<file path="config.mk">
export PLATFORM = sky130hd
export DESIGN_NAME = llr_merge
export DESIGN_NICKNAME = d
export VERILOG_FILES = /design/src/sv/llr_pkg.sv /design/src/sv/llr_merge.sv
export SDC_FILE = /design/constraint.sdc
export NUM_CORES = 1
export LEC_CHECK = 0
export ABC_CLOCK_PERIOD_IN_PS = 4350
export BUFFER_PORTS_ARGS = -buffer_cell sky130_fd_sc_hd__buf_4
export CAP_MARGIN = 20
export CORE_MARGIN = 3
export CORE_UTILIZATION = 51
export CTS_CLUSTER_SIZE = 8
export DETAILED_ROUTE_END_ITERATION = 10
export PLACE_DENSITY = 0.79
export SLEW_MARGIN = 20
export SYNTH_ARGS = -nofsm -noshare
export SYNTH_HDL_FRONTEND = slang
export SYNTH_SLANG_ARGS = --single-unit
</file>
<file path="constraint.sdc">
create_clock -name clock -period 4.35 [get_ports clock]
set_input_delay 1.305 -clock clock [delete_from_list [all_inputs] [get_ports clock]]
set_output_delay 1.305 -clock clock [all_outputs]
set_load 0.05 [all_outputs]
</file>
<file path="src/sv/llr_pkg.sv">
// Shared types, constants and helper functions for the line reprojection residual block.
package llr_pkg;

   localparam int FRAC_BITS   = 16;
   localparam int WORD_W      = 32;
   localparam int STORE_DEPTH = 24;
   localparam int ADDR_W      = 5;
   localparam int EXP_W       = 6;
   localparam int LANES       = 6;
   localparam int POINT_COMPS = 8;
   localparam int VCOUNT_W    = 11;
   localparam int VCTR_W      = 10;
   localparam int MAX_VIEWS   = 1024;
   localparam int CSR_ADDR_W  = 5;

   // register indexes on the csr port
   localparam logic [2:0] REG_LINE_PARAM_0 = 3'd0;
   localparam logic [2:0] REG_LINE_PARAM_1 = 3'd1;
   localparam logic [2:0] REG_LINE_PARAM_2 = 3'd2;
   localparam logic [2:0] REG_LINE_PARAM_3 = 3'd3;
   localparam logic [2:0] REG_VIEW_COUNT   = 3'd4;

   // item kinds
   localparam logic REQ_LOAD = 1'b0;
   localparam logic REQ_ROW  = 1'b1;

   typedef logic signed [WORD_W-1:0] q_type;
   typedef logic signed [63:0]       wide_type;

   typedef struct packed {
      logic             start;
      logic [EXP_W-1:0] shift;
      logic [31:0]      dvsr;
   } div_req_type;

   typedef struct packed {
      logic  done;
      q_type quo;
   } div_rsp_type;

   function automatic q_type sat32(input wide_type v);
      q_type r;
      if (v > 64'sd2147483647) begin
         r = 32'sh7FFF_FFFF;
      end else if (v < -64'sd2147483648) begin
         r = 32'sh8000_0000;
      end else begin
         r = v[31:0];
      end
      return r;
   endfunction

   function automatic logic [63:0] mag64(input wide_type v);
      logic [63:0] u;
      u = v;
      return u[63] ? (~u + 64'd1) : u;
   endfunction

endpackage

</file>
<file path="src/sv/llr_merge.sv">
// Registered two-level adder tree over the six lane terms.
module llr_merge import llr_pkg::*; (
   input  logic     clock,
   input  wide_type term [LANES],
   output wide_type sum
);
   wide_type pair_ff [3];
   wide_type sum_ff;

   always_ff @(posedge clock) begin
      pair_ff[0] <= term[0] + term[1];
      pair_ff[1] <= term[2] + term[3];
      pair_ff[2] <= term[4] + term[5];
      sum_ff     <= pair_ff[0] + pair_ff[1] + pair_ff[2];
   end

   assign sum = sum_ff;
endmodule

</file>
==> run_results.csv <==
group,metric,value,unit
outcome,status,"completed",
setup_path,r2r_cells,15,
yosys,yosys-top-cells-count,"a21oi_1, dfxtp_1, ha_1",
clock_tree,cts_sinks,256,
yosys,ys_ff_latch,256,
yosys,ys_types,82,
yosys,synth.area.top_cells,"dfxtp_1, ha_1, fa_1",
floorplan,rows,73,
detailed_routing,drcViolationCount,0,
floorplan,core,40010,um^2
layout,syn2layout_area_growth,29.33,%
detailed_routing,drt_wl_total,76950,um
yosys,synthXorXnorAreaFrac,10.21,%
grt,use_met2,54.87,%
setup_path,worst_ep_arrival_time,4.65,ns
yosys,synthArstFlopShare,0,%
clock_tree,cts_tree,"built",
sta,setup_violations,0,
setup_path,r2r_slack,0.11,ns
floorplan,design.die.area,43150,um^2
yosys,yosysWarnings,0,
pwr,switching_share,46.75,%
sta,timing.final.crit_period,4.243,ns
grt,grt-ovfl-total,0,
layout,n_fill_cell,3221,
yosys,synth-edff-count,0,
yosys,synth-compound-area-share,26.54,%
clock_tree,cts_setup_buffers,0,
grt,use_met1,47.70,%
clock_tree,cts_root_buf,"clkbuf_16",
pwr,switchingPower,8120,uW
pwr,seq_power_share,21.2,%
pwr,pwr-share-comb,63.0,%
setup_path,crit_chain,"fa_1, ha_1, fa_1, a211oi_2, o21a_1, nor3_2, o21a_1, o211a_1, nor4_4, buf_4, o31a_1, o22ai_1, a21boi_1, o31ai_1, xnor2_1",
floorplan,die-width,207.7,um
placement,port_buffers,448,
layout,drive_gt1_share,23.82,%
clock_tree,cts_buffers,38,
clock_tree,cts_buffer_depth,3,
grt,antenna_found_initial,0,
pwr,p_per_area,647.1,nW/um^2
yosys,synthAdderAreaFrac,21.59,%
grt,use_met3,5.879,%
yosys,synth_top_family_by_area,"compound AO/OA/AOI/OAI gates",
setup_path,critPathMaxStageDelay,0.52,ns
yosys,synth_top_area_share,24.69,%
detailed_routing,first_iter_violations,2127,
pwr,peakVddDrop,0.4224,mV
sta,drv_slew,0,
sta,worst_slack,0.1072,ns
yosys,synthFlopType,"dfxtp_1",
layout,antenna_cells,0,
yosys,synthCells,2414,
layout,final_nets,3689,
setup_path,r2r-end,"sum[63]",
placement,dpl.hpwl,64520,um
clock_tree,cts_htree_levels,2,
floorplan,initial_core_util,51.88,%
detailed_routing,viasPerCell,6.014,
placement,gp_congestion,1.009,
yosys,synthMuxAreaShare,0,%
sta,period_share,97.54,%
placement,dp_slack,-0.2379,ns
setup_path,start_kind,"register",
grt,grt_pass1_wl,117800,um
detailed_routing,wl_per_cell,21.87,um
yosys,synth_most_common_cell,"a21oi_1",
placement,dp.cells,3471,
clock_tree,cts_resized,0,
pwr,p_int,9249,uW
grt,grt_use_total,34.15,%
detailed_routing,ant_nets,0,
yosys,yosysTopAreaCell,"dfxtp_1",
clock_tree,clkLatencyLatePin,0.53,ns
setup_path,cp_top_family,"compound AO/OA/AOI/OAI gates",
sta,worst_pin_slew,0.6829,ns
setup_path,crit_type,"register to register",
sta,slew-limit-headroom,54.47,%
hold_path,hold_class,"register to register",
pwr,p_clk_share,15.8,%
sta,hold_violations,0,
floorplan,dieHeight,207.7,um
yosys,synth_area,20750,um^2
sta,fmax,235.7,MHz
yosys,synth_area_per_cell,8.598,um^2
yosys,synth-simple-area-share,14.03,%
grt,grt_max_degree,12,
setup_path,cp-startpoint,"pair_ff[0][1]",
setup_path,slowest_stage,"fa_1",
detailed_routing,dr.pass1.iters,8,
grt,top_usage_layer,"met2",
setup_path,worstSetupPathDepth,15,
setup_path,r2r-start,"pair_ff[0][1]",
setup_path,worstPathMaxFanout,3,
yosys,yosysSeqAreaShare,24.69,%
grt,grt_pass1_vias,21069,
setup_path,critPathCaptureType,"register",
setup_path,cp-endpoint,"sum[63]",
floorplan,pin_count,449,
setup_path,cp_num_buf_inv,1,
clock_tree,holdBufCountCts,0,
setup_path,required,4.76,ns
detailed_routing,num_vias,21156,
run,cap_violations,0,
sta,clock_skew,0.02857,ns
layout,instances_no_fill,3518,
clock_tree,cts.reportedPaths.clkPinSlew,0.05,ns
pwr,leakage,0.01273,uW
yosys,synthesis.nets,3117,
-- worst register-to-register path: stages (launching register included) --
cell	delay, ns
dfxtp_1	0.33
fa_1	0.52
ha_1	0.27
fa_1	0.52
a211oi_2	0.27
o21a_1	0.22
nor3_2	0.08
o21a_1	0.22
o211a_1	0.26
nor4_4	0.22
buf_4	0.19
o31a_1	0.22
o22ai_1	0.13
a21boi_1	0.34
o31ai_1	0.19
xnor2_1	0.14
-- cell type report --
cell class                      count  area, um^2  area share [%]
Tap cell                          525       656.9           2.447
Inverter                           61       229.0          0.8530
Clock buffer                       47        1069           3.981
Timing Repair Buffer              628        4715           17.56
Multi-Input combinational cell   2001       15050           56.06
Sequential cell                   256        5125           19.09
-- worst min path at each step --
stage	startpoint	end	slack [ns]	cells past startpoint
after CTS	pair_ff[0][128]	sum[0]	0.61	3
after global placement	pair_ff[0][128]	sum[0]	0.56	3
after global routing	pair_ff[0][128]	sum[0]	0.64	3
after detailed placement	pair_ff[0][128]	sum[0]	0.58	3
after floorplan	pair_ff[0][128]	sum[0]	0.55	3
final	pair_ff[0][128]	sum[0]	0.61	3
-- layout by cell type, fill, tap and decap left out, types with 6 or more instances in the layout --
cell type	instances
buf_4	628
a21oi_1	260
dfxtp_1	256
ha_1	251
nand2_1	180
a21o_1	165
xnor2_1	149
nor2_1	138
o21ai_0	122
xor2_1	93
nand4_1	82
fa_1	67
inv_1	61
o21bai_1	51
nand3_1	47
clkbuf_16	41
nor3_1	39
o21a_1	33
nor2b_1	31
a211oi_1	26
a31oi_1	24
o21ai_1	20
nand2b_1	18
o31ai_1	17
a21boi_0	13
and3_1	13
or3_1	10
o211ai_1	10
and4_1	9
and2_1	8
a221oi_1	8
a41oi_1	7
o31a_1	6
a21oi_2	6
-- flip-flops by register name, summed over array words and instances (netlist names) --
name,count
pair_ff,192
sum,64
-- cell families after synthesis --
family / Yosys count
buf+inv: 157
compound gates: 841
xor+xnor: 242
fa+ha+maj: 318
simple gates: 600
flops: 256
-- per-layer routing --
layer | up-vias | part of all wire [%]
met2 | 1058 | 45
met5 | - | 0
met3 | 156 | 8.7
met4 | 0 | 2.9
met1 | 9979 | 44
li1 | 9963 | -
-- through the flow --
step	TNS (ns)	total power, uW	area, um^2	hold WS, ns	utilization, %
final	0	17370	26840	0.6101	67.10
after global routing	-0.02572	18390	26840	0.6389	67.10
after CTS	0	17130	26820	0.6076	67.03
after detailed placement	-3.248	14290	25750	0.5763	64.36
after global placement	-1.154	14060	25750	0.5623	64.36
after floorplan	0	10890	20750	0.5491	-
-- power by group through the flow --
stage	clock network, uW	registers, uW	logic [uW]
2_1_floorplan	0	4610	6280
3_3_place_gp	0	3690	10400
3_5_place_dp	0	3710	10600
4_1_cts	2770	3680	10700
5_1_grt	2860	3750	11800
6_report	2750	3690	10900
(Power assumes the default switching activity.)
