File: src/sv/llr_pkg.sv
// Shared types, constants and helper functions for the line reprojection residual block.
package llr_pkg;

   localparam int FRAC_BITS   = 16;
   localparam int WORD_W      = 32;
   localparam int STORE_DEPTH = 24;
   localparam int ADDR_W      = 5;
   localparam int EXP_W       = 6;
   localparam int LANES       = 6;
   localparam int POINT_COMPS = 8;
   localparam int VCOUNT_W    = 11;
   localparam int VCTR_W      = 10;
   localparam int MAX_VIEWS   = 1024;
   localparam int CSR_ADDR_W  = 5;

   // register indexes on the csr port
   localparam logic [2:0] REG_LINE_PARAM_0 = 3'd0;
   localparam logic [2:0] REG_LINE_PARAM_1 = 3'd1;
   localparam logic [2:0] REG_LINE_PARAM_2 = 3'd2;
   localparam logic [2:0] REG_LINE_PARAM_3 = 3'd3;
   localparam logic [2:0] REG_VIEW_COUNT   = 3'd4;

   // item kinds
   localparam logic REQ_LOAD = 1'b0;
   localparam logic REQ_ROW  = 1'b1;

   typedef logic signed [WORD_W-1:0] q_type;
   typedef logic signed [63:0]       wide_type;

   typedef struct packed {
      logic             start;
      logic [EXP_W-1:0] shift;
      logic [31:0]      dvsr;
   } div_req_type;

   typedef struct packed {
      logic  done;
      q_type quo;
   } div_rsp_type;

   function automatic q_type sat32(input wide_type v);
      q_type r;
      if (v > 64'sd2147483647) begin
         r = 32'sh7FFF_FFFF;
      end else if (v < -64'sd2147483648) begin
         r = 32'sh8000_0000;
      end else begin
         r = v[31:0];
      end
      return r;
   endfunction

   function automatic logic [63:0] mag64(input wide_type v);
      logic [63:0] u;
      u = v;
      return u[63] ? (~u + 64'd1) : u;
   endfunction

endpackage

File: src/sv/llr_div.sv
// Restoring divider: saturated |num| * 2^shift / dvsr with sign, one quotient bit a cycle.
module llr_div import llr_pkg::*; (
   input  logic        clock,
   input  logic        reset,
   input  div_req_type req,
   input  wide_type    num,
   output div_rsp_type rsp
);
   localparam logic [1:0] PH_IDLE  = 2'd0;
   localparam logic [1:0] PH_CHECK = 2'd1;
   localparam logic [1:0] PH_RUN   = 2'd2;

   logic [1:0]   phase_ff;
   logic [4:0]   cnt_ff;
   logic         neg_ff, sat_ff, done_ff;
   logic [127:0] d_ff;
   logic [63:0]  rem_ff, dvs_ff;
   logic [31:0]  q_ff, dvsr_ff;
   q_type        quo_ff;
   logic [31:0]  q_in;

   assign q_in = (rem_ff >= dvs_ff) ? {q_ff[30:0], 1'b1} : {q_ff[30:0], 1'b0};

   always_ff @(posedge clock) begin
      if (reset) begin
         phase_ff <= PH_IDLE;
         done_ff  <= 1'b0;
         cnt_ff   <= '0;
      end else begin
         done_ff <= (phase_ff == PH_RUN) && (cnt_ff == 5'd31);
         case (phase_ff)
            PH_IDLE: begin
               if (req.start) begin
                  phase_ff <= PH_CHECK;
               end
            end
            PH_CHECK: begin
               phase_ff <= PH_RUN;
               cnt_ff   <= '0;
            end
            PH_RUN: begin
               cnt_ff <= cnt_ff + 5'd1;
               if (cnt_ff == 5'd31) begin
                  phase_ff <= PH_IDLE;
               end
            end
            default: phase_ff <= PH_IDLE;
         endcase
      end
   end

   always_ff @(posedge clock) begin
      case (phase_ff)
         PH_IDLE: begin
            neg_ff  <= num[63];
            d_ff    <= {64'd0, mag64(num)} << req.shift;
            dvsr_ff <= req.dvsr;
         end
         PH_CHECK: begin
            sat_ff <= d_ff >= ({96'd0, dvsr_ff} << 31);
            rem_ff <= d_ff[63:0];
            dvs_ff <= {1'b0, dvsr_ff, 31'd0};
            q_ff   <= '0;
         end
         PH_RUN: begin
            if (rem_ff >= dvs_ff) begin
               rem_ff <= rem_ff - dvs_ff;
            end
            dvs_ff <= dvs_ff >> 1;
            q_ff   <= q_in;
            if (cnt_ff == 5'd31) begin
               if (sat_ff) begin
                  quo_ff <= neg_ff ? 32'sh8000_0000 : 32'sh7FFF_FFFF;
               end else begin
                  quo_ff <= neg_ff ? -q_in : q_in;
               end
            end
         end
         default: ;
      endcase
   end

   assign rsp.done = done_ff;
   assign rsp.quo  = quo_ff;
endmodule

File: config.mk
export PLATFORM = sky130hd
export DESIGN_NAME = llr_div
export DESIGN_NICKNAME = d
export VERILOG_FILES = /design/src/sv/llr_pkg.sv /design/src/sv/llr_div.sv
export SDC_FILE = /design/constraint.sdc
export NUM_CORES = 1
export LEC_CHECK = 0
export BUFFER_PORTS_ARGS = -buffer_cell sky130_fd_sc_hd__buf_2
export CAP_MARGIN = 20
export CORE_MARGIN = 1.5
export CORE_UTILIZATION = 50
export DETAILED_ROUTE_END_ITERATION = 16
export PLACE_DENSITY_LB_ADDON = 0.2
export SYNTH_ARGS = -nofsm -noshare
export SYNTH_HDL_FRONTEND = slang
export SYNTH_SLANG_ARGS = --single-unit
File: constraint.sdc
create_clock -name clock -period 14.95 [get_ports clock]
set_clock_uncertainty 0.15 [all_clocks]
set_input_delay 0.7475 -clock clock [delete_from_list [all_inputs] [get_ports clock]]
set_output_delay 0.7475 -clock clock [all_outputs]
set_load 0.005 [all_outputs]
==> results of run 1 <==
[state kept, by name, indices dropped and copies added (netlist names), 2 cells and up]
name / cells
d_ff: 127
cnt_ff: 5
rem_ff: 64
dvs_ff: 63
quo_ff: 32
dvsr_ff: 32
phase_ff: 2
q_ff: 31
[kinds of logic after synthesis]
group	count (synthesis)	share of synthesized area, %
AND/OR/NAND/NOR	890	16.7
AO/OA/AOI/OAI	750	19.2
flip-flops	359	40.7
buffers and inverters	324	4.65
multiplexers	244	10.7
adder cells (fa/ha/maj)	104	4.97
XOR/XNOR	95	3.16
[where the power goes]
group,total (W),switching [W],internal [W]
Sequential,0.00186,0.000216,0.00164
Clock,0.00101,0.000412,0.000597
Combinational,0.00247,0.00155,0.000918
[area by class of cell]
| cell class | instances | area share [%] |
|---|---|---|
| flip-flops and latches | 359 | 37.2 |
| well taps | 680 | 2.96 |
| diodes | 1 | 0.00869 |
| clock inverters | 21 | 0.674 |
| multi-input cells | 2083 | 50.1 |
| clock buffers | 53 | 4.01 |
| repair buffers | 168 | 3.19 |
| inverters | 145 | 1.89 |
[stage by stage]
step	hold slack, ns	instances	instance area (um2)
after detailed placement	0.325	3435	27400
after global routing	0.199	3510	28800
final	0.213	3510	28800
after floorplan	0.300	2766	26300
after CTS	0.189	3509	28800
after global placement	0.309	3435	27400
[final timing paths]
path,start,endpoint,slack [ns],depth (start not counted)
max,rem_ff[0],quo_ff[30],8.81,22
min reg2reg,cnt_ff[4],cnt_ff[4],0.34,2
max reg2reg,rem_ff[0],quo_ff[30],8.81,22
min,req[11],dvsr_ff[11],0.21,1
[metal layers]
layer | GRT usage [%] | vias to the layer above
li1 | - | 10637
met1 | 42.6 | 11034
met2 | 46.3 | 945
met3 | 3.86 | 145
met4 | 8.81 | 0
met5 | 0 | -
[worst reg2reg max path, stage by stage, from the launching register on]
cell      delay [ns]
edfxtp_1        0.35
inv_1           0.08
ha_1            0.20
fa_1            0.23
nor2b_1         0.09
o31a_1          0.28
o31a_1          0.31
a21oi_1         0.26
o21ai_0         0.24
o21a_1          0.29
nor3b_1         0.53
o21ai_0         0.19
buf_4           0.20
inv_1           0.06
ha_1            0.22
nand2_1         0.13
or4_1           0.52
or3_1           0.45
nor3_1          0.30
nand2_1         0.20
nor4_1          0.27
mux2i_1         0.23
o22ai_1         0.09
[placed cells by master (no fill, tap or decap), types with 25 or more instances in the layout]
cell,netlist,layout
or3_1,35,35
buf_4,1,31
mux2i_1,136,136
o31ai_1,28,28
xor2_1,46,46
xnor2_1,49,49
nand3_1,43,43
nor2_1,268,268
edfxtp_1,351,351
o211ai_1,32,32
inv_1,142,138
a21oi_1,156,156
mux2_2,86,86
ha_1,103,101
nand4_1,34,34
nor4_1,63,63
or4_1,38,38
o21ai_0,150,150
clkbuf_16,0,43
nand2_1,196,196
nor3_1,64,64
buf_2,2,137
and2_1,48,48
a21o_1,74,73
nand2b_1,25,25
o22ai_1,49,49
a31oi_1,26,26
==> results by group, run 1 <==
Clocking
  • Hold buffers post-CTS: 0
  • TritonCTS clock tree: built
  • CTS Root Cell: clkbuf_16
  • Resized cells post-CTS: 0
  • Post-CTS Setup Inserts: 0
  • Clock Latency Late Sink: 0.56 ns
  • Number of buffers created by CTS: 41
  • CTS HTree Levels: 2
  • Clk buf depth: 3
  • Reg clk slew, reported paths: 0.06 ns
  • TritonCTS Sinks: 359

Timing
  • Rel. slew slack: 23.5%
  • Final min period: 6.14 ns
  • Endpoints failing setup: 0
  • RSZ-0062 raised after global routing: false
  • Final hold violation count: 0
  • Setup ws final: 8.81 ns
  • Max Transition Viols Final: 0
  • TNS Setup: 0 ns
  • Worst-Margin Slew: 1.15 ns
  • FMAX: 163 MHz
  • Tcrit/Tclk final: 41.1%

Floorplanning
  • Area of the core: 0.0516 mm2
  • Die footprint: 0.0540 mm2
  • Row cnt: 83
  • Die height: 232 um
  • Starting Density: 51.0%
  • Width of the die: 232 um
  • I/O Pins: 138

Setup path
  • CP bufs+invs: 3
  • Worst Path Required: 15.07 ns
  • Startpoint types: register
  • Crit-path leading delay family: simple AND/OR/NAND/NOR gates
  • CP Cell Sequence: inv_1 -> ha_1 -> fa_1 -> nor2b_1 -> o31a_1 -> o31a_1 -> a21oi_1 -> o21ai_0 -> o21a_1 -> nor3b_1 -> o21ai_0 -> buf_4 -> inv_1 -> ha_1 -> nand2_1 -> or4_1 -> or3_1 -> nor3_1 -> nand2_1 -> nor4_1 -> mux2i_1 -> o22ai_1
  • Crit-path slowest cell: nor3b_1
  • Critical Path Fanout Max: 11
  • Kind of critical path: reg2reg
  • CP Data Arrival Time: 6.26 ns
  • CP Capture Type: register
  • Slowest stage delay, CP: 0.53 ns

Layout
  • # fillers: 4553
  • Utilization after layout: 55.8%
  • Share of cells above drive strength 1: 13.4%
  • Syn-to-layout area delta: 9.38%
  • Register area: 0.0107 mm2
  • Area of the multi-input gates: 0.0144 mm2
  • Nets@finish: 3007

Logic synthesis
  • Syn Area/Cell: 9.51 um2
  • Most common library cells after synthesis: 351 x edfxtp_1, 268 x nor2_1, 196 x nand2_1
  • Synth Cell Area: 0.0263 mm2
  • Most area-consuming cells after synthesis: edfxtp_1 40%, mux2i_1 5.2%, ha_1 4.9%, nor2_1 3.8%, mux2_2 3.7%
  • Dominant cell type by area after synthesis: edfxtp_1
  • Main flop type after synthesis: edfxtp_1
  • Ys Warns: 0
  • Count leader, synth: edfxtp_1
  • Asr flop ratio synth: 0%
  • Share of the synthesized area in the top cell type: 40.1%
  • Unique cell type count in the Yosys netlist: 81
  • Syn Nets: 2975
  • Mapped Cells: 2766
  • Synth Register Bits: 359
  • Number of flops mapped to enable cells by yosys: 351
  • Post-synthesis sequential area ratio: 40.7%

GRT
  • Overflow after GRT: 0
  • Vias in the first global route: 21504
  • Antenna violations before repair: 1
  • Total Routing Usage GR: 29.6%
  • Largest net degree at the start of global routing: 84
  • First-pass GRT wire length: 125 mm

Drt
  • Initial DRC Count: 2560
  • Highest Signal Layer: met4
  • Routed Antenna Nets: 0
  • WL final: 80.4 mm
  • Metal2 WL: 36.6 mm
  • Wl on met1: 35.6 mm
  • Pre-antenna DRT Iters: 6
  • Vias: 22761
  • Routed wl met3: 5.90 mm
  • DR WL/cell: 22.9 um
  • # DRC: 0
  • Via/cell ratio: 6.48

Power
  • Total power: 0.00534 W
  • Power per cell area: 185 mW/mm2
  • Leak: 11.2 nW
  • Worst VDD drop: 128 uV

Placement
  • Placer Congestion: 0.995
  • Port Buffer Count: 137
  • HPWL after DPL: 59.6 mm
  • Place WS: 8.90 ns

Run status
  • Status: finished, final reports clean

Job
  • Max_cap viols: 0

Worst hold path
  • Worst hold path class: in2reg
Note: power is estimated with default switching activity, not from simulation.
==> run 2, diff against run 1 <==
==> constraint.sdc (replaced) <==
create_clock -name clock -period 6.1 [get_ports clock]
set_clock_uncertainty 0.15 [all_clocks]
set_input_delay 0.305 -clock clock [delete_from_list [all_inputs] [get_ports clock]]
set_output_delay 0.305 -clock clock [all_outputs]
set_load 0.005 [all_outputs]
==> results by group, run 2 (synthesized netlist as in run 1, its figures left out) <==
Run status
  • Status: finished, final reports clean (unchanged)

Placement
  • Placer Congestion: 0.967 (was 0.995)
  • Place WS: 0.404 ns (was 8.90 ns)
  • Port Buffer Count: 137 (unchanged)
  • HPWL after DPL: 60.6 mm (was 59.6 mm)

GRT
  • Antenna violations before repair: 2 (was 1)
  • Overflow after GRT: 0 (unchanged)
  • Vias in the first global route: 21763 (was 21504)
  • Largest net degree at the start of global routing: 96 (was 84)
  • Total Routing Usage GR: 30.3% (was 29.6%)
  • First-pass GRT wire length: 127 mm (was 125 mm)

Timing
  • FMAX: 178 MHz (was 163 MHz)
  • TNS Setup: 0 ns (unchanged)
  • Rel. slew slack: 19.7% (was 23.5%)
  • Worst-Margin Slew: 1.20 ns (was 1.15 ns)
  • Tcrit/Tclk final: 91.9% (was 41.1%)
  • Final hold violation count: 0 (unchanged)
  • Max Transition Viols Final: 0 (unchanged)
  • Final min period: 5.61 ns (was 6.14 ns)
  • Endpoints failing setup: 0 (unchanged)
  • Setup ws final: 0.492 ns (was 8.81 ns)

Power
  • Worst VDD drop: 370 uV (was 128 uV)
  • Combinational Power Share: 46.9% (was 46.3%)
  • Internal Power: 0.00767 W (was 0.00316 W)
  • Sw Ratio: 41.2% (was 40.9%)
  • Leak: 11.3 nW (was 11.2 nW)
  • Reg power frac: 34.8% (about the same)
  • Power per cell area: 448 mW/mm2 (was 185 mW/mm2)
  • Clock power share: 18.3% (was 18.9%)
  • Net Sw Power: 0.00538 W (was 0.00218 W)

Drt
  • # DRC: 0 (unchanged)
  • WL final: 82.6 mm (was 80.4 mm)
  • Via/cell ratio: 6.48 (about the same)
  • Vias: 23009 (was 22761)
  • Pre-antenna DRT Iters: 6 (unchanged)
  • DR WL/cell: 23.3 um (was 22.9 um)
  • Routed Antenna Nets: 0 (unchanged)
  • Initial DRC Count: 2697 (was 2560)

Setup path
  • Worst Path Required: 6.24 ns (was 15.07 ns)
  • Startpoint types: register (unchanged)
  • CP Data Arrival Time: 5.75 ns (was 6.26 ns)
  • Critical Path Fanout Max: 6 (was 11)
  • CP Capture Type: register (unchanged)
  • Kind of critical path: reg2reg (unchanged)
  • R2r setup slk: 0.49 ns (was 8.81 ns)

Layout
  • Share of cells above drive strength 1: 13.3% (was 13.4%)
  • Nets@finish: 3047 (was 3007)
  • Register area: 0.0107 mm2 (unchanged)
  • Area of the multi-input gates: 0.0144 mm2 (about the same)
  • Commonest non-fill, non-tap cell in the layout: edfxtp_1 (unchanged)
  • # fillers: 4556 (was 4553)
  • Max FFs per register: 127 (unchanged)
  • Largest regs: d_ff x127, rem_ff x64, dvs_ff x63 (unchanged)
  • Syn-to-layout area delta: 10.6% (was 9.38%)
  • Most frequent cells in the layout: 351 x edfxtp_1, 267 x nor2_1, 196 x nand2_1 (was 351 x edfxtp_1, 268 x nor2_1, 196 x nand2_1)
  • Largest Register: d_ff (unchanged)

Clocking
  • CTS Root Cell: clkbuf_16 (unchanged)
  • Clk buf depth: 3 (unchanged)
  • Post-CTS Setup Inserts: 0 (unchanged)
  • TritonCTS Sinks: 359 (unchanged)
  • Number of buffers created by CTS: 40 (was 41)
  • CTS HTree Levels: 2 (unchanged)
  • Reg clk slew, reported paths: 0.06 ns (about the same)
  • Clock Latency Late Sink: 0.56 ns (about the same)
  • TritonCTS clock tree: built (unchanged)

Floorplanning
  • Area of the core: 0.0516 mm2 (unchanged)
  • Row cnt: 83 (unchanged)
  • Starting Density: 51.0% (unchanged)
  • I/O Pins: 138 (unchanged)
  • Die footprint: 0.0540 mm2 (unchanged)
  • Width of the die: 232 um (unchanged)
  • Die height: 232 um (unchanged)

Worst hold path
  • Worst hold path class: in2reg (unchanged)

Job
  • Max_cap viols: 0 (unchanged)
run 2: cell count changes in the layout (fill, tap and decap cells not counted), sizes merged:
cell | before | now
buf | 168 | 175
clkinv | 18 | 16
clkinvlp | 1 | 0
dlygate4sd3 | 0 | 34
inv | 144 | 146
run 2: timing repair:
action / in CTS / in global routing
gates resized for setup: 0 / 1
hold buffers: 34 / 0
hold endpoints to repair: 40 / 0
setup endpoints to repair: 0 / 2
run 2: final timing paths:
path	end	cells past startpoint	from
max	quo_ff[30]	22	rem_ff[0]
min	d_ff[27]	2	req[37]
max reg2reg	quo_ff[30]	22	rem_ff[0]
min reg2reg	cnt_ff[4]	2	cnt_ff[4]
run 2: layout make-up:
type	count	area share [%]
Antenna cell	1	0.00860
Inverter	145	1.87
Clock inverter	20	0.628
Clock buffer	53	3.68
Tap cell	680	2.92
Multi-Input combinational cell	2083	49.6
Timing Repair Buffer	209	4.55
Sequential cell	359	36.8
run 2: critical path, cell delays in order, from the launching register on:
cell      delay (ns)
edfxtp_1        0.35
inv_1           0.07
ha_1            0.18
fa_1            0.23
nor2b_1         0.08
o31a_1          0.28
o31a_1          0.31
a21oi_1         0.25
o21ai_0         0.23
o21a_1          0.29
nor3b_1         0.22
buf_4           0.17
o21ai_0         0.12
inv_1           0.08
ha_1            0.23
nand2_1         0.13
or4_1           0.50
or3_1           0.45
nor3_2          0.20
nand2_1         0.16
nor4_1          0.27
mux2i_1         0.24
o22ai_1         0.10
run 2: per-layer routing:
metal  global-route usage, %  vias up  routed length [um]
met2                    48.3     1032               38100
met3                    4.62      129                6430
met5                       0        -                  10
met4                    7.81        2                1890
li1                        -    10683                   -
met1                    42.9    11163               36200
run 2: power by group through the flow:
stage	clock [W]	sequential [W]	combinational (W)
6_report	0.00239	0.00454	0.00612
5_1_grt	0.00251	0.00463	0.00674
4_1_cts	0.00242	0.00453	0.00603
3_5_place_dp	0	0.00457	0.00596
3_3_place_gp	0	0.00455	0.00586
2_1_floorplan	0	0.00442	0.00442
run 2: stage by stage:
| stage | instances | cell area, um2 | util (%) | total power (W) | hold slack, ns |
|---|---|---|---|---|---|
| 5_1_grt | 3550 | 29100 | 56.4 | 0.0139 | 0.154 |
| 3_3_place_gp | 3442 | 27500 | 53.3 | 0.0104 | 0.309 |
| 3_5_place_dp | 3442 | 27500 | 53.3 | 0.0105 | 0.322 |
| 4_1_cts | 3549 | 29100 | 56.4 | 0.0130 | 0.102 |
| 2_1_floorplan | 2766 | 26300 | - | 0.00884 | 0.254 |
| 6_report | 3550 | 29100 | 56.4 | 0.0130 | 0.159 |
==> run 3, diff against run 2 <==
--- a/config.mk
+++ b/config.mk
@@ -5,12 +5,15 @@
 export SDC_FILE = /design/constraint.sdc
 export NUM_CORES = 1
 export LEC_CHECK = 0
+export ABC_AREA = 1
 export BUFFER_PORTS_ARGS = -buffer_cell sky130_fd_sc_hd__buf_2
 export CAP_MARGIN = 20
+export CORE_ASPECT_RATIO = 0.5
 export CORE_MARGIN = 1.5
 export CORE_UTILIZATION = 50
 export DETAILED_ROUTE_END_ITERATION = 16
 export PLACE_DENSITY_LB_ADDON = 0.2
+export RECOVER_POWER = 25
 export SYNTH_ARGS = -nofsm -noshare
 export SYNTH_HDL_FRONTEND = slang
 export SYNTH_SLANG_ARGS = --single-unit
==> results by group, run 3 <==
Drt
  • WL final: 83.0 mm (was 82.6 mm)
  • Initial DRC Count: 2702 (was 2697)
  • Routed Antenna Nets: 0 (unchanged)
  • Via/cell ratio: 5.67 (was 6.48)
  • Pre-antenna DRT Iters: 6 (unchanged)
  • # DRC: 0 (unchanged)
  • DR WL/cell: 18.9 um (was 23.3 um)
  • Vias: 24892 (was 23009)

Clocking
  • CTS HTree Levels: 2 (unchanged)
  • Clk buf depth: 3 (unchanged)
  • Resized cells post-CTS: 0 (unchanged)
  • TritonCTS Sinks: 359 (unchanged)
  • Number of buffers created by CTS: 36 (was 40)
  • Hold buffers post-CTS: 34 (unchanged)
  • TritonCTS clock tree: built (unchanged)
  • Clock Latency Late Sink: 0.56 ns (about the same)
  • Reg clk slew, reported paths: 0.07 ns (was 0.06 ns)
  • Post-CTS Setup Inserts: 0 (unchanged)
  • CTS Root Cell: clkbuf_16 (unchanged)

Worst hold path
  • Worst hold path class: in2reg (unchanged)
  • Hold Path End: dvsr_ff[13] (was d_ff[27])
  • Hold path start: req[13] (was req[37])
  • Hold Path Depth: 2 (unchanged)

Logic synthesis
  • Synth Register Bits: 359 (unchanged)
  • Mapped Cells: 3578 (was 2766)
  • Share of the synthesized area in the top cell type: 40.0% (was 40.1%)
  • Most area-consuming cells after synthesis: edfxtp_1 40%, nand3_1 14%, nand2_1 11%, inv_1 5.4%, nor2_1 5.3% (was edfxtp_1 40%, mux2i_1 5.2%, ha_1 4.9%, nor2_1 3.8%, mux2_2 3.7%)
  • Ys Warns: 0 (unchanged)
  • Main flop type after synthesis: edfxtp_1 (unchanged)
  • Dominant cell type by area after synthesis: edfxtp_1 (unchanged)
  • Unique cell type count in the Yosys netlist: 56 (was 81)
  • Post-synthesis sequential area ratio: 40.6% (was 40.7%)
  • Synth Cell Area: 0.0264 mm2 (was 0.0263 mm2)
  • Syn Nets: 3787 (was 2975)
  • Number of flops mapped to enable cells by yosys: 351 (unchanged)
  • Asr flop ratio synth: 0% (unchanged)
  • Count leader, synth: nand2_1 (was edfxtp_1)
  • Most common library cells after synthesis: 763 x nand2_1, 760 x nand3_1, 379 x inv_1 (was 351 x edfxtp_1, 268 x nor2_1, 196 x nand2_1)
  • Syn Area/Cell: 7.36 um2 (was 9.51 um2)

Setup path
  • Reg-to-Reg End: quo_ff[22] (was quo_ff[30])
  • R2r setup slk: 1.90 ns (was 0.49 ns)
  • Kind of critical path: reg2reg (unchanged)
  • FF-to-FF Start: rem_ff[33] (was rem_ff[0])
  • Worst Path Required: 6.24 ns (about the same)
  • CP Cell Sequence: ha_1 -> nand2_1 -> nand2_1 -> nand2_1 -> nand3_1 -> nand2_1 -> and2_1 -> nor2_1 -> nor2_2 -> nor2_1 -> nor2_1 -> nand2_2 -> inv_2 -> ha_1 -> nor3b_1 -> nand4_1 -> nor3b_1 -> inv_1 -> o21ai_0 -> o21ai_0 -> xor2_1 (was inv_1 -> ha_1 -> fa_1 -> nor2b_1 -> o31a_1 -> o31a_1 -> a21oi_1 -> o21ai_0 -> o21a_1 -> nor3b_1 -> buf_4 -> o21ai_0 -> inv_1 -> ha_1 -> nand2_1 -> or4_1 -> or3_1 -> nor3_2 -> nand2_1 -> nor4_1 -> mux2i_1 -> o22ai_1)
  • CP dominant cell by count: nand2_1
  • FF-to-FF path depth: 21 (was 22)
  • Critical Path Fanout Max: 8 (was 6)
  • CP Data Arrival Time: 4.34 ns (was 5.75 ns)
  • Slowest stage delay, CP: 0.39 ns (was 0.50 ns)
  • CP Capture Type: register (unchanged)
  • Startpoint types: register (unchanged)
  • Crit-path slowest cell: edfxtp_1 (was or4_1)

Timing
  • FMAX: 238 MHz (was 178 MHz)
  • Tcrit/Tclk final: 68.8% (was 91.9%)
  • Endpoints failing setup: 0 (unchanged)
  • Max Transition Viols Final: 162 (was 0)
  • Final min period: 4.20 ns (was 5.61 ns)
  • Final hold violation count: 0 (unchanged)
  • Rel. slew slack: -70.2% (was 19.7%)
  • Worst-Margin Slew: 2.55 ns (was 1.20 ns)
  • RSZ-0062 raised after global routing: false
  • TNS Setup: 0 ns (unchanged)

GRT
  • Total Routing Usage GR: 30.4% (was 30.3%)
  • Antenna violations before repair: 2 (unchanged)
  • Overflow after GRT: 0 (unchanged)
  • Vias in the first global route: 22894 (was 21763)
  • Largest net degree at the start of global routing: 103 (was 96)
  • First-pass GRT wire length: 128 mm (was 127 mm)

Job
  • Max_cap viols: 3 (was 0)

Floorplanning
  • Die footprint: 0.0542 mm2 (was 0.0540 mm2)
  • Row cnt: 59 (was 83)
  • Starting Density: 50.6% (was 51.0%)
  • Width of the die: 328 um (was 232 um)
  • I/O Pins: 138 (unchanged)
  • Area of the core: 0.0520 mm2 (was 0.0516 mm2)
  • Die height: 165 um (was 232 um)

Power
  • Internal Power: 0.00820 W (was 0.00767 W)
  • Combinational Power Share: 51.3% (was 46.9%)
  • Worst VDD drop: 451 uV (was 370 uV)
  • Clock power share: 14.7% (was 18.3%)
  • Reg power frac: 34.0% (was 34.8%)
  • Leak: 12.6 nW (was 11.3 nW)
  • Power per cell area: 528 mW/mm2 (was 448 mW/mm2)
  • Net Sw Power: 0.00710 W (was 0.00538 W)
  • Sw Ratio: 46.4% (was 41.2%)

Layout
  • Syn-to-layout area delta: 10.1% (was 10.6%)
  • Utilization after layout: 55.7% (was 56.4%)
  • Largest regs: d_ff x127, rem_ff x64, dvs_ff x63 (unchanged)
  • Diode count: 0 (was 1)
  • Nets@finish: 3871 (was 3047)
  • Most frequent cells in the layout: 763 x nand2_1, 760 x nand3_1, 377 x inv_1 (was 351 x edfxtp_1, 267 x nor2_1, 196 x nand2_1)
  • Register area: 0.0107 mm2 (unchanged)
  • Share of cells above drive strength 1: 7.64% (was 13.3%)
  • Commonest non-fill, non-tap cell in the layout: nand2_1 (was edfxtp_1)
  • Max FFs per register: 127 (unchanged)
  • Area of the multi-input gates: 0.0136 mm2 (was 0.0144 mm2)
  • Largest Register: d_ff (unchanged)
  • # fillers: 4973 (was 4556)

Run status
  • Status: finished, violations left (was finished, final reports clean)
  • Violated checks: capacitance limit, slew limit

Placement
  • Port Buffer Count: 137 (unchanged)
  • HPWL after DPL: 64.1 mm (was 60.6 mm)
  • Placer Congestion: 0.984 (was 0.967)
-- run 3: worst max-delay path by stage --
stage | endpoint | from | cells past startpoint | slack (ns)
6_report | quo_ff[22] | rem_ff[33] | 21 | 1.90
5_1_grt | quo_ff[22] | dvs_ff[33] | 22 | 1.51
4_1_cts | quo_ff[22] | rem_ff[33] | 21 | 1.93
3_5_place_dp | quo_ff[22] | rem_ff[34] | 21 | 1.96
3_3_place_gp | quo_ff[22] | rem_ff[33] | 21 | 2.03
2_1_floorplan | rem_ff[0] | dvs_ff[0] | 11 | 0.80
-- run 3: area by class of cell --
cell class	count	area share, %
clock buffer	40	3.19
clock inverter	25	0.811
inverter	391	5.06
multi-input combinational	2681	46.9
sequential	359	36.9
tap	701	3.02
timing repair buffer	193	4.17
-- run 3: cells by family after synthesis --
group,share of synthesized area [%]
fa+ha+maj,4.97
xor+xnor,2.69
buf+inv,7.84
compound gates,8.51
simple gates,35.3
mux,0.0760
flops,40.6
-- run 3: stage by stage --
step	setup WS, ns	hold WS (ns)	total power, W	cell area, um2	std cells
2_1_floorplan	0.803	0.224	0.0106	26400	3578
3_3_place_gp	2.03	0.308	0.0128	27500	4289
3_5_place_dp	1.96	0.319	0.0129	27500	4289
4_1_cts	1.93	0.305	0.0152	29000	4388
5_1_grt	1.51	0.326	0.0165	29000	4390
6_report	1.90	0.326	0.0153	29000	4390
-- run 3: worst max-delay path: cells and delay by family, from the launching register on --
family                   cells  cell delay, ns
adder cells (fa/ha/maj)      2            0.57
buffers and inverters        2            0.28
AO/OA/AOI/OAI                2            0.42
XOR/XNOR                     1            0.16
AND/OR/NAND/NOR             14            1.99
flip-flops                   1            0.39
-- run 3: per-layer routing --
| metal | global-route usage (%) | part of all wire, % | wire [um] | vias to the layer above |
|---|---|---|---|---|
| li1 | - | - | - | 12342 |
| met1 | 43.7 | 47 | 38600 | 11480 |
| met2 | 47.1 | 43 | 35700 | 926 |
| met3 | 4.23 | 7.2 | 5950 | 142 |
| met4 | 10.2 | 3.3 | 2720 | 2 |
| met5 | 0 | 0.027 | 22 | - |
-- run 3: power groups by stage --
stage	combinational, W	sequential (W)	clock [W]
4_1_cts	0.00780	0.00516	0.00227
2_1_floorplan	0.00560	0.00503	0
6_report	0.00786	0.00520	0.00224
5_1_grt	0.00878	0.00532	0.00235
3_3_place_gp	0.00766	0.00517	0
3_5_place_dp	0.00772	0.00520	0
